<file path="src/design/sample_dynamics_chain_macros.svh">
// Assertion macros shared by the sample dynamics chain RTL
`ifndef SAMPLE_DYNAMICS_CHAIN_MACROS_SVH
`define SAMPLE_DYNAMICS_CHAIN_MACROS_SVH
`ifndef SYNTHESIS
// same-cycle implication
`define SDC_ASSERT_IMP(label, ante, cons) \
    label: assert property (@(posedge i_clk) disable iff (!i_rst_n) (ante) |-> (cons)) \
        else $error("sample dynamics chain: implication failed");
// next-cycle implication
`define SDC_ASSERT_NXT(label, ante, cons) \
    label: assert property (@(posedge i_clk) disable iff (!i_rst_n) (ante) |=> (cons)) \
        else $error("sample dynamics chain: next-cycle check failed");
`else
`define SDC_ASSERT_IMP(label, ante, cons)
`define SDC_ASSERT_NXT(label, ante, cons)
`endif
`endif

</file>
<file path="src/design/sdc_pkg.sv">
// Shared constants, register codes and soft-clip table builder
package sdc_pkg;

    localparam int SAMPLE_BITS_DEF = 16;
    localparam int CLIP_DEPTH_DEF  = 64;
    localparam int ROM_W           = 25;     // table entries, Q.24 with headroom
    localparam int CFG_W           = 16;
    localparam int CFG_IDX_W       = 3;
    localparam int KNEE_LAT        = 3;
    localparam int CLIP_LAT        = 5;

    localparam logic [15:0] PEAK_SLOPE_Q15 = 16'd11469;   // 0.35 in Q1.15

    localparam logic [15:0] GAIN_RST   = 16'd4096;
    localparam logic [14:0] CTHR_RST   = 15'd29205;
    localparam logic [15:0] CSLOPE_RST = 16'd32768;
    localparam logic [15:0] PTHR_RST   = 16'd32768;
    localparam logic [15:0] LTHR_RST   = 16'd32768;
    localparam logic [3:0]  EN_RST     = 4'd0;

    // stage enable bits
    localparam int EN_COMP = 0;
    localparam int EN_PEAK = 1;
    localparam int EN_CLIP = 2;
    localparam int EN_LIM  = 3;

    typedef enum logic [CFG_IDX_W-1:0] {
        CFG_GAIN   = 3'd0,
        CFG_CTHR   = 3'd1,
        CFG_CSLOPE = 3'd2,
        CFG_PTHR   = 3'd3,
        CFG_LTHR   = 3'd4,
        CFG_EN     = 3'd5
    } t_cfg_idx;

    localparam logic [63:0] ONE_Q30 = 64'd1 << 30;

    // tanh(1.75x)/0.94137555 in Q.24 for argument t = 3.5x in Q.30;
    // e^-t by a Taylor series on t/64 then six squarings. Elaboration only.
    function automatic logic [ROM_W-1:0] clip_entry(input logic [63:0] t);
        logic [63:0] s;
        logic [63:0] term;
        logic [63:0] e;
        logic [63:0] num;
        logic [63:0] den;
        logic [63:0] rem;
        logic [63:0] quo;
        logic [63:0] f;
        longint      acc;
        s    = t >> 6;
        acc  = longint'(ONE_Q30);
        term = (ONE_Q30 * s) >> 30;         acc = acc - longint'(term);
        term = ((term * s) >> 30) / 2;      acc = acc + longint'(term);
        term = ((term * s) >> 30) / 3;      acc = acc - longint'(term);
        term = ((term * s) >> 30) / 4;      acc = acc + longint'(term);
        term = ((term * s) >> 30) / 5;      acc = acc - longint'(term);
        term = ((term * s) >> 30) / 6;      acc = acc + longint'(term);
        term = ((term * s) >> 30) / 7;      acc = acc - longint'(term);
        term = ((term * s) >> 30) / 8;      acc = acc + longint'(term);
        term = ((term * s) >> 30) / 9;      acc = acc - longint'(term);
        term = ((term * s) >> 30) / 10;     acc = acc + longint'(term);
        term = ((term * s) >> 30) / 11;     acc = acc - longint'(term);
        term = ((term * s) >> 30) / 12;     acc = acc + longint'(term);
        e = (acc > 0) ? 64'(acc) : 64'd0;
        for (int k = 0; k < 6; k++) begin
            e = (e * e + (64'd1 << 29)) >> 30;
        end
        if (e > ONE_Q30) begin
            e = ONE_Q30;
        end
        num = (ONE_Q30 - e) << 30;
        den = ONE_Q30 + e;
        rem = 64'd0;
        quo = 64'd0;
        // shift-subtract quotient
        for (int b = 63; b >= 0; b--) begin
            rem = (rem << 1) | {63'd0, num[b]};
            if (rem >= den) begin
                rem    = rem - den;
                quo[b] = 1'b1;
            end
        end
        f = (quo * 64'd100000000 + 64'd47068777) / 94137555;
        return ROM_W'((f + 64'd32) >> 6);
    endfunction

endpackage

</file>
<file path="src/design/sdc_knee.sv">
// Three-stage knee: above threshold, slope the excess and saturate
module sdc_knee import sdc_pkg::*; #(
    parameter int SAMPLE_BITS = SAMPLE_BITS_DEF
) (
    input  logic                     i_clk,
    input  logic                     i_adv,
    input  logic                     i_enable,
    input  logic [SAMPLE_BITS-1:0]   i_thr,
    input  logic [15:0]              i_slope,
    input  logic [SAMPLE_BITS+3:0]   i_v,
    output logic [SAMPLE_BITS+3:0]   o_v
);

    localparam int IW = SAMPLE_BITS + 4;
    localparam int PW = IW + 16;
    localparam int SW = IW + 2;
    localparam int AW = IW + 3;
    localparam logic [IW-1:0] IMAX = '1;

    logic          r1_gt;
    logic [IW-1:0] r1_diff;
    logic [IW-1:0] r1_v;
    logic          r2_gt;
    logic [PW-1:0] r2_prod;
    logic [IW-1:0] r2_v;
    logic [IW-1:0] r3_v;

    logic [SW-1:0] w_step;
    logic [AW-1:0] w_sum;
    logic [IW-1:0] w_sat;

    always_comb begin
        w_step = SW'(((PW+1)'(r2_prod) + (PW+1)'(16384)) >> 15);
        w_sum  = AW'(i_thr) + AW'(w_step);
        w_sat  = (w_sum > AW'(IMAX)) ? IMAX : w_sum[IW-1:0];
    end

    always_ff @(posedge i_clk) begin
        if (i_adv) begin
            r1_gt   <= i_v > IW'(i_thr);
            r1_diff <= i_v - IW'(i_thr);
            r1_v    <= i_v;
            r2_gt   <= r1_gt;
            r2_prod <= PW'(r1_diff) * PW'(i_slope);
            r2_v    <= r1_v;
            r3_v    <= (i_enable && r2_gt) ? w_sat : r2_v;
        end
    end

    assign o_v = r3_v;

endmodule

</file>
<file path="src/design/sdc_clip.sv">
// Five-stage soft clip: table index, registered table read, linear interpolation
module sdc_clip import sdc_pkg::*; #(
    parameter int SAMPLE_BITS      = SAMPLE_BITS_DEF,
    parameter int CLIP_TABLE_DEPTH = CLIP_DEPTH_DEF
) (
    input  logic                     i_clk,
    input  logic                     i_adv,
    input  logic                     i_enable,
    input  logic [SAMPLE_BITS+3:0]   i_v,
    output logic [SAMPLE_BITS+3:0]   o_v
);

    localparam int F     = SAMPLE_BITS - 1;
    localparam int IW    = SAMPLE_BITS + 4;
    localparam int IDXW  = $clog2(CLIP_TABLE_DEPTH + 1);
    localparam int PW    = IW + IDXW;
    localparam int FRW   = F + 2;
    localparam int IFW   = PW - FRW;
    localparam int MW    = ROM_W + FRW;
    localparam int YW    = ROM_W + 2;
    localparam int OUT_SH = 24 - F;
    localparam logic [YW-1:0] ROUND = YW'(1) << (23 - F);
    localparam logic [IDXW-1:0] LAST = IDXW'(CLIP_TABLE_DEPTH);

    logic [ROM_W-1:0] w_rom [0:CLIP_TABLE_DEPTH];

    for (genvar gi = 0; gi <= CLIP_TABLE_DEPTH; gi++) begin : g_rom
        localparam logic [63:0] T_ARG = (64'd14 << 30) * 64'(gi) / CLIP_TABLE_DEPTH;
        localparam logic [ROM_W-1:0] ENTRY = clip_entry(T_ARG);
        assign w_rom[gi] = ENTRY;
    end

    logic [PW-1:0]    w_p;
    logic [IFW-1:0]   w_idx;
    logic             w_beyond;
    logic [IDXW-1:0]  w_ia;
    logic [IDXW-1:0]  w_ib;
    logic [FRW-1:0]   w_fr;
    logic [YW-1:0]    w_y;

    logic [IDXW-1:0]  r1_ia;
    logic [IDXW-1:0]  r1_ib;
    logic [FRW-1:0]   r1_fr;
    logic [IW-1:0]    r1_v;
    logic [ROM_W-1:0] r2_a;
    logic [ROM_W-1:0] r2_b;
    logic [FRW-1:0]   r2_fr;
    logic [IW-1:0]    r2_v;
    logic [ROM_W-1:0] r3_a;
    logic [ROM_W-1:0] r3_d;
    logic [FRW-1:0]   r3_fr;
    logic [IW-1:0]    r3_v;
    logic [ROM_W-1:0] r4_a;
    logic [MW-1:0]    r4_prod;
    logic [IW-1:0]    r4_v;
    logic [IW-1:0]    r5_v;

    // past the table end: both reads hit the last entry with zero fraction
    always_comb begin
        w_p      = PW'(i_v) * PW'(CLIP_TABLE_DEPTH);
        w_idx    = w_p[PW-1:FRW];
        w_beyond = w_idx >= IFW'(CLIP_TABLE_DEPTH);
        w_ia     = w_beyond ? LAST : w_idx[IDXW-1:0];
        w_ib     = w_beyond ? LAST : w_ia + IDXW'(1);
        w_fr     = w_beyond ? '0 : w_p[FRW-1:0];
        w_y      = YW'(r4_a) + YW'(r4_prod >> FRW) + ROUND;
    end

    always_ff @(posedge i_clk) begin
        if (i_adv) begin
            r1_ia   <= w_ia;
            r1_ib   <= w_ib;
            r1_fr   <= w_fr;
            r1_v    <= i_v;
            r2_a    <= w_rom[r1_ia];
            r2_b    <= w_rom[r1_ib];
            r2_fr   <= r1_fr;
            r2_v    <= r1_v;
            r3_a    <= r2_a;
            r3_d    <= (r2_b >= r2_a) ? r2_b - r2_a : '0;
            r3_fr   <= r2_fr;
            r3_v    <= r2_v;
            r4_a    <= r3_a;
            r4_prod <= MW'(r3_d) * MW'(r3_fr);
            r4_v    <= r3_v;
            r5_v    <= i_enable ? IW'(w_y >> OUT_SH) : r4_v;
        end
    end

    assign o_v = r5_v;

endmodule

</file>
<file path="src/design/sample_dynamics_chain.sv">
// Top level of the sample dynamics chain: gain, compressor, peak cut, soft clip, limiter
// Throughput: one sample per clock; the 15 register stages (gain multiply, two
// three-stage knee units, a five-stage soft clip with registered table read,
// limiter) all advance together and hold as a unit only while the skid is full.
// Reset (i_rst_n low, synchronous): pipeline and output empty, registers at defaults.
`include "sample_dynamics_chain_macros.svh"
module sample_dynamics_chain import sdc_pkg::*; #(
    parameter int SAMPLE_BITS      = SAMPLE_BITS_DEF,
    parameter int CLIP_TABLE_DEPTH = CLIP_DEPTH_DEF
) (
    input  logic                          i_clk,
    input  logic                          i_rst_n,
    // sample in
    input  logic                          i_in_valid,
    output logic                          o_in_stall,
    input  logic signed [SAMPLE_BITS-1:0] i_sample_in,
    // sample out
    output logic                          o_out_valid,
    input  logic                          i_out_stall,
    output logic signed [SAMPLE_BITS-1:0] o_sample_out,
    // register writes
    input  logic                          i_cfg_valid,
    output logic                          o_cfg_ready,
    input  logic [CFG_IDX_W-1:0]          i_cfg_index,
    input  logic [CFG_W-1:0]              i_cfg_data
);

    localparam int W      = SAMPLE_BITS;
    localparam int F      = W - 1;
    localparam int IW     = W + 4;          // Q5.F magnitude
    localparam int P2W    = W + 16;
    localparam int THR_SH = 24 - F;
    localparam int DLY    = 2 * KNEE_LAT + CLIP_LAT;
    localparam logic [IW-1:0] FULL = IW'(1) << F;

    // ---------------- configuration registers ----------------
    logic [15:0] r_gain;
    logic [14:0] r_cthr;
    logic [15:0] r_cslope;
    logic [15:0] r_pthr;
    logic [15:0] r_lthr;
    logic [3:0]  r_en;

    // a write takes effect at the edge that accepts it; the port never holds off a request
    assign o_cfg_ready = 1'b1;

    always_ff @(posedge i_clk) begin
        if (!i_rst_n) begin
            r_gain   <= GAIN_RST;
            r_cthr   <= CTHR_RST;
            r_cslope <= CSLOPE_RST;
            r_pthr   <= PTHR_RST;
            r_lthr   <= LTHR_RST;
            r_en     <= EN_RST;
        end else if (i_cfg_valid) begin
            unique case (i_cfg_index)
                CFG_GAIN:   r_gain   <= i_cfg_data;
                CFG_CTHR:   r_cthr   <= i_cfg_data[14:0];
                CFG_CSLOPE: r_cslope <= i_cfg_data;
                CFG_PTHR:   r_pthr   <= i_cfg_data;
                CFG_LTHR:   r_lthr   <= i_cfg_data;
                CFG_EN:     r_en     <= i_cfg_data[3:0];
                default:    ;   // unused index, write dropped
            endcase
        end
    end

    // Q1.15 thresholds moved onto the internal fraction width
    logic [W-1:0] w_thr_c;
    logic [W-1:0] w_thr_p;
    logic [W-1:0] w_thr_l;

    always_comb begin
        w_thr_c = W'(({10'd0, r_cthr} << 9) >> THR_SH);
        w_thr_p = W'(({9'd0, r_pthr} << 9) >> THR_SH);
        w_thr_l = W'(({9'd0, r_lthr} << 9) >> THR_SH);
    end

    // ---------------- pipeline control ----------------
    // Every stage moves on together; only a full skid freezes it. Stall to the
    // sender is the registered skid flag, so it never waits on i_out_stall.
    logic r_skid_valid;
    logic w_adv;

    assign w_adv      = !r_skid_valid;
    assign o_in_stall = r_skid_valid;

    // ---------------- sign split and gain ----------------
    logic           r1_vld;
    logic           r1_neg;
    logic [W-1:0]   r1_mag;
    logic           r2_vld;
    logic           r2_neg;
    logic [P2W-1:0] r2_prod;
    logic           r3_vld;
    logic           r3_neg;
    logic [IW-1:0]  r3_v;

    logic           r_dly_vld [0:DLY-1];
    logic           r_dly_neg [0:DLY-1];

    logic [IW-1:0]  w_comp_v;
    logic [IW-1:0]  w_peak_v;
    logic [IW-1:0]  w_clip_v;

    logic           r_lim_vld;
    logic           r_lim_neg;
    logic [IW-1:0]  r_lim_v;

    always_ff @(posedge i_clk) begin
        if (!i_rst_n) begin
            r1_vld    <= 1'b0;
            r2_vld    <= 1'b0;
            r3_vld    <= 1'b0;
            r_lim_vld <= 1'b0;
            for (int i = 0; i < DLY; i++) begin
                r_dly_vld[i] <= 1'b0;
            end
        end else if (w_adv) begin
            r1_vld       <= i_in_valid;
            r2_vld       <= r1_vld;
            r3_vld       <= r2_vld;
            r_dly_vld[0] <= r3_vld;
            for (int i = 1; i < DLY; i++) begin
                r_dly_vld[i] <= r_dly_vld[i-1];
            end
            r_lim_vld    <= r_dly_vld[DLY-1];
        end
    end

    always_ff @(posedge i_clk) begin
        if (w_adv) begin
            // magnitude of the most negative code is 2^(W-1), still W bits
            r1_neg       <= i_sample_in[W-1];
            r1_mag       <= i_sample_in[W-1] ? W'(-i_sample_in) : W'(i_sample_in);
            r2_neg       <= r1_neg;
            r2_prod      <= P2W'(r1_mag) * P2W'(r_gain);
            r3_neg       <= r2_neg;
            r3_v         <= IW'(((P2W+1)'(r2_prod) + (P2W+1)'(2048)) >> 12);
            r_dly_neg[0] <= r3_neg;
            for (int i = 1; i < DLY; i++) begin
                r_dly_neg[i] <= r_dly_neg[i-1];
            end
            // limiter: plain cap at the ceiling
            r_lim_neg    <= r_dly_neg[DLY-1];
            r_lim_v      <= (r_en[EN_LIM] && (w_clip_v > IW'(w_thr_l))) ?
                            IW'(w_thr_l) : w_clip_v;
        end
    end

    // ---------------- dynamics stages ----------------
    // compressor: slope is 1/ratio, result saturates to the internal range
    sdc_knee #(
        .SAMPLE_BITS (SAMPLE_BITS)
    ) u_comp (
        .i_clk    (i_clk),
        .i_adv    (w_adv),
        .i_enable (r_en[EN_COMP]),
        .i_thr    (w_thr_c),
        .i_slope  (r_cslope),
        .i_v      (r3_v),
        .o_v      (w_comp_v)
    );

    // peak reduction: fixed slope of 0.35 above its knee
    sdc_knee #(
        .SAMPLE_BITS (SAMPLE_BITS)
    ) u_peak (
        .i_clk    (i_clk),
        .i_adv    (w_adv),
        .i_enable (r_en[EN_PEAK]),
        .i_thr    (w_thr_p),
        .i_slope  (PEAK_SLOPE_Q15),
        .i_v      (w_comp_v),
        .o_v      (w_peak_v)
    );

    sdc_clip #(
        .SAMPLE_BITS      (SAMPLE_BITS),
        .CLIP_TABLE_DEPTH (CLIP_TABLE_DEPTH)
    ) u_clip (
        .i_clk    (i_clk),
        .i_adv    (w_adv),
        .i_enable (r_en[EN_CLIP]),
        .i_v      (w_peak_v),
        .o_v      (w_clip_v)
    );

    // ---------------- sign restore and saturation ----------------
    logic [IW-1:0] w_mag_sat;
    logic [W-1:0]  w_res;

    always_comb begin
        if (r_lim_neg) begin
            w_mag_sat = (r_lim_v > FULL) ? FULL : r_lim_v;
            w_res     = W'(IW'(0) - w_mag_sat);
        end else begin
            w_mag_sat = (r_lim_v > FULL - IW'(1)) ? FULL - IW'(1) : r_lim_v;
            w_res     = w_mag_sat[W-1:0];
        end
    end

    // ---------------- output register and skid ----------------
    // A result leaving the pipe while the output request is held goes to the
    // skid; the pipe then stops until the skid drains into the output.
    logic         r_out_valid;
    logic [W-1:0] r_out_data;
    logic [W-1:0] r_skid_data;

    always_ff @(posedge i_clk) begin
        if (!i_rst_n) begin
            r_out_valid  <= 1'b0;
            r_skid_valid <= 1'b0;
        end else if (r_skid_valid) begin
            if (!i_out_stall) begin
                r_out_valid  <= 1'b1;
                r_skid_valid <= 1'b0;
            end
        end else if (r_out_valid && i_out_stall) begin
            r_skid_valid <= r_lim_vld;
        end else begin
            r_out_valid <= r_lim_vld;
        end
    end

    always_ff @(posedge i_clk) begin
        if (r_skid_valid) begin
            if (!i_out_stall) begin
                r_out_data <= r_skid_data;
            end
        end else if (r_out_valid && i_out_stall) begin
            r_skid_data <= w_res;
        end else begin
            r_out_data <= w_res;
        end
    end

    assign o_out_valid  = r_out_valid;
    assign o_sample_out = r_out_data;

    // ---------------- checks ----------------
    `SDC_ASSERT_IMP(a_skid_needs_out, r_skid_valid, r_out_valid)
    `SDC_ASSERT_NXT(a_skid_drains, r_skid_valid && !i_out_stall, r_out_valid && !r_skid_valid)
    `SDC_ASSERT_NXT(a_accept_enters, i_in_valid && !o_in_stall, r1_vld)
    `SDC_ASSERT_IMP(a_lim_ceiling, r_lim_vld && r_en[EN_LIM], r_lim_v <= IW'(w_thr_l))

endmodule

</file>
<file path="config.mk">
export PLATFORM = sky130hd
export DESIGN_NAME = sample_dynamics_chain
export DESIGN_NICKNAME = d
export VERILOG_FILES = /design/src/design/sdc_pkg.sv /design/src/design/sdc_knee.sv /design/src/design/sdc_clip.sv /design/src/design/sample_dynamics_chain.sv
export VERILOG_INCLUDE_DIRS = /design/src /design/src/design
export SDC_FILE = /design/constraint.sdc
export NUM_CORES = 2
export LEC_CHECK = 0
export BUFFER_PORTS_ARGS = -buffer_cell sky130_fd_sc_hd__buf_4
export CAP_MARGIN = 10
export CORE_UTILIZATION = 40
export CTS_CLUSTER_SIZE = 25
export DETAILED_ROUTE_END_ITERATION = 8
export PLACE_DENSITY_LB_ADDON = 0.15
export SKIP_LAST_GASP = 1
export SYNTH_ARGS = -nofsm -noshare
export SYNTH_HDL_FRONTEND = slang
export SYNTH_SLANG_ARGS = --single-unit
</file>
<file path="constraint.sdc">
create_clock -name i_clk -period 26 [get_ports i_clk]
set_clock_uncertainty 0.1 [all_clocks]
set_input_delay 0 -clock i_clk [delete_from_list [all_inputs] [get_ports i_clk]]
set_output_delay 0 -clock i_clk [all_outputs]
set_load 0.05 [all_outputs]
</file>
==> out/metrics.csv <==
stage,metric,value,unit
run,cap_violations,0,
floorplan,die_w,411,µm
synthesis,synth_area_leaders,"edfxtp_1 (28%), fa_1 (22%), ha_1 (12%)",
drt,ant_nets,0,
sta,fmax,0.128,GHz
grt,antenna_found_initial,6,
critical_path,r2r_cells,21,
sta,rsz0062_at_grt,false,
critical_path,rr_endpoint,u_comp.r2_prod[34],
final_layout,nNetsFinal,8004,
clock_network,cts_buffer_depth,3,
critical_path,start_kind,register,
synthesis,ys_types,97,
critical_path,cp_max_fo,21,
placed_design,place_hpwl,135000,µm
floorplan,core,166000,µm²
critical_path,cp-startpoint,r_cslope[1],
critical_path,critPathKind,reg2reg,
synthesis,synth_top_area_share,28.2,%
synthesis,yosys.area.top_type,edfxtp_1,
synthesis,syn_area_per_cell,10.1,µm²
worst_hold_path,hold_path_class,in2reg,
critical_path,timing.rr.start,r_cslope[1],
clock_network,cts.sinks,727,
placed_design,port-buffer-count,57,
floorplan,die_height,411,µm
drt,top_layer,met5,
synthesis,synth_edf_count,629,
drt,wl_met3,7370,µm
drt,vias,46200,
drt,routed_wl,177000,µm
clock_network,cts_made_buffers,81,
synthesis,synth_cells,6610,
final_layout,drive_above_1_share,4.53,%
clock_network,cts_tree,done,
clock_network,htree_levels,3,
floorplan,ios,59,
synthesis,yosysWarnings,0,
placed_design,gp_congestion,0.903,
critical_path,cp.required,26300,ps
grt,grt_use_total,21.2,%
clock_network,clk_latency,680,ps
drt,dr.first_iter.drc_count,2870,
clock_network,root_buffer,clkbuf_16,
clock_network,post_cts_buffers,0,
final_layout,syn_to_final_growth,8.67,%
grt,grt_overflow,0,
grt,grt_max_degree,181,
drt,wire_per_inst,20.0,µm
drt,wl_met1,77700,µm
sta,worst_pin_slew,1110,ps
sta,finalSetupTns,0,ps
synthesis,ys.flop_type,edfxtp_1,
floorplan,initial_core_util,40.5,%
drt,viasPerCell,5.23,
sta,hold_viol_final,0,
drt,wl_met2,87600,µm
sta,final_max_slew_viol_count,0,
critical_path,crit_end,u_comp.r2_prod[34],
clock_network,cts_resized,0,
synthesis,syn_nets,8041,
drt,drtPass1Iterations,6,
floorplan,die-area,169000,µm²
status,status,finished clean,
grt,grt_pass1_vias,47400,
sta,setup_viol,0,
critical_path,crit_path_end_kind,register,
synthesis,async_flop_share,0,%
synthesis,ys_seq_area_share,31.1,%
sta,relSlewSlack,25.7,%
floorplan,rows,149,
clock_network,clkTransAtPathRegs,60,ps
critical_path,r2r_slack,18190,ps
sta,finalCriticalPeriod,7810,ps
drt,drc_errors,0,
grt,grt_pass1_wl,278000,µm
sta,fin_crit_sh,30.0,%
synthesis,synth_area,67100,µm²
critical_path,crit_arrival,8110,ps
synthesis,synth_seq_cells,727,
synthesized netlist by cell type, types with 39 or more instances:
master and count:
inv_1 987, nand2_1 876, fa_1 747, ha_1 644, edfxtp_1 629, and2_1 428, nor2_1 260, clkbuf_1 247
a21oi_1 216, o21ai_0 188, xnor2_1 180, dfxtp_1 98, nand3_1 94, nor3_1 89, a21boi_0 77, xor2_1 71
a21o_1 64, nor2b_1 53, nand4_1 48, o21a_1 47, a31oi_1 43, mux2_2 39
sequential cells by signal (all words and copies together) (netlist names), 21 cells and up:
name	cells
u_clip.r2_b	25
u_clip.r3_d	25
u_clip.r4_a	25
r2_prod	21
u_clip.r3_a	25
u_comp.r2_prod	22
u_clip.r2_a	25
u_clip.r4_prod	25
area by class of cell:
| type | count | area, µm² |
|---|---|---|
| multi-input combinational | 4619 | 41500 |
| inverter | 989 | 3720 |
| clock inverter | 46 | 524 |
| clock buffer | 105 | 2240 |
| fill | 15900 | 92900 |
| antenna | 2 | 5.00 |
| timing repair buffer | 155 | 1330 |
| tap | 2189 | 2740 |
| sequential | 727 | 20900 |
critical path, stage by stage, from the launching register on:
cell       delay (ps)
dfxtp_1           900
nand2_1           180
fa_1              540
fa_1              520
fa_1              510
inv_1              50
fa_1              500
fa_1              500
inv_1              50
fa_1              490
inv_1              50
ha_1              300
a21oi_1           150
o31a_1            140
o21ai_0           200
o41ai_1           850
a311oi_1          200
a211o_1           380
a31oi_1           340
o2bb2ai_1         250
mux2i_1           230
nand3_1            80
placed cells by master (no fill, tap or decap), types with 39 or more instances in the layout:
cell,netlist,routed
o21ai_0,188,187
buf_4,2,92
dlygate4sd3_1,0,62
nand2_1,876,876
edfxtp_1,629,629
nor3_1,89,88
a21oi_1,216,216
a21o_1,64,64
xor2_1,71,71
fa_1,747,747
dfxtp_1,98,98
nand4_1,48,48
nor2b_1,53,53
xnor2_1,180,180
mux2_2,39,39
and2_1,428,428
o21a_1,47,47
ha_1,644,644
clkbuf_16,0,84
a21boi_0,77,77
a31oi_1,43,43
inv_1,987,987
nor2_1,260,260
nand3_1,94,94
per-stage QoR:
stage	cells	util (%)	instance area [µm²]	hold slack (ps)	worst slack [ps]
2_1_floorplan	6610	-	67100	-1.13	6590
3_3_place_gp	8617	41.9	69500	120	18210
3_5_place_dp	8617	41.9	69500	121	18100
4_1_cts	8830	44.0	72900	35.0	18060
5_1_grt	8832	44.0	72900	65.0	17650
6_report	8832	44.0	72900	91.8	18190
layer usage:
layer / up-vias / track usage (%)
met3: 220 / 2.57
met5: - / 0
met1: 23200 / 28.1
met2: 1001 / 36.7
li1: 21800 / -
met4: 4 / 5.19
cell families after synthesis:
kind of cell,count (synthesis),synth area share (%)
fa+ha+maj,1393,34.3
compound gates,893,8.69
other cells,1,0.00559
flops,727,31.1
simple gates,2019,14.5
xor+xnor,252,3.30
mux,61,0.983
buf+inv,1264,7.10
worst min-delay path by stage:
stage	from	endpoint	slack [ps]	cells past startpoint
floorplan	i_sample_in[0]	r1_mag[0]	-1	0
global placement	i_sample_in[0]	r1_mag[0]	120	1
detailed placement	i_sample_in[0]	r1_mag[0]	120	1
CTS	i_sample_in[15]	r1_neg	30	2
global route	i_sample_in[12]	r1_mag[12]	70	3
finish	i_sample_in[15]	r1_neg	90	2
repair_timing:
action / CTS / global route
setup endpoints to repair: 0 / 0
hold buffers: 62 / 0
hold endpoints to repair: 151 / 0
Power is left out: the tool's default activity adds up to more than one toggle a clock period on the data nets, which glitch-free logic cannot reach.
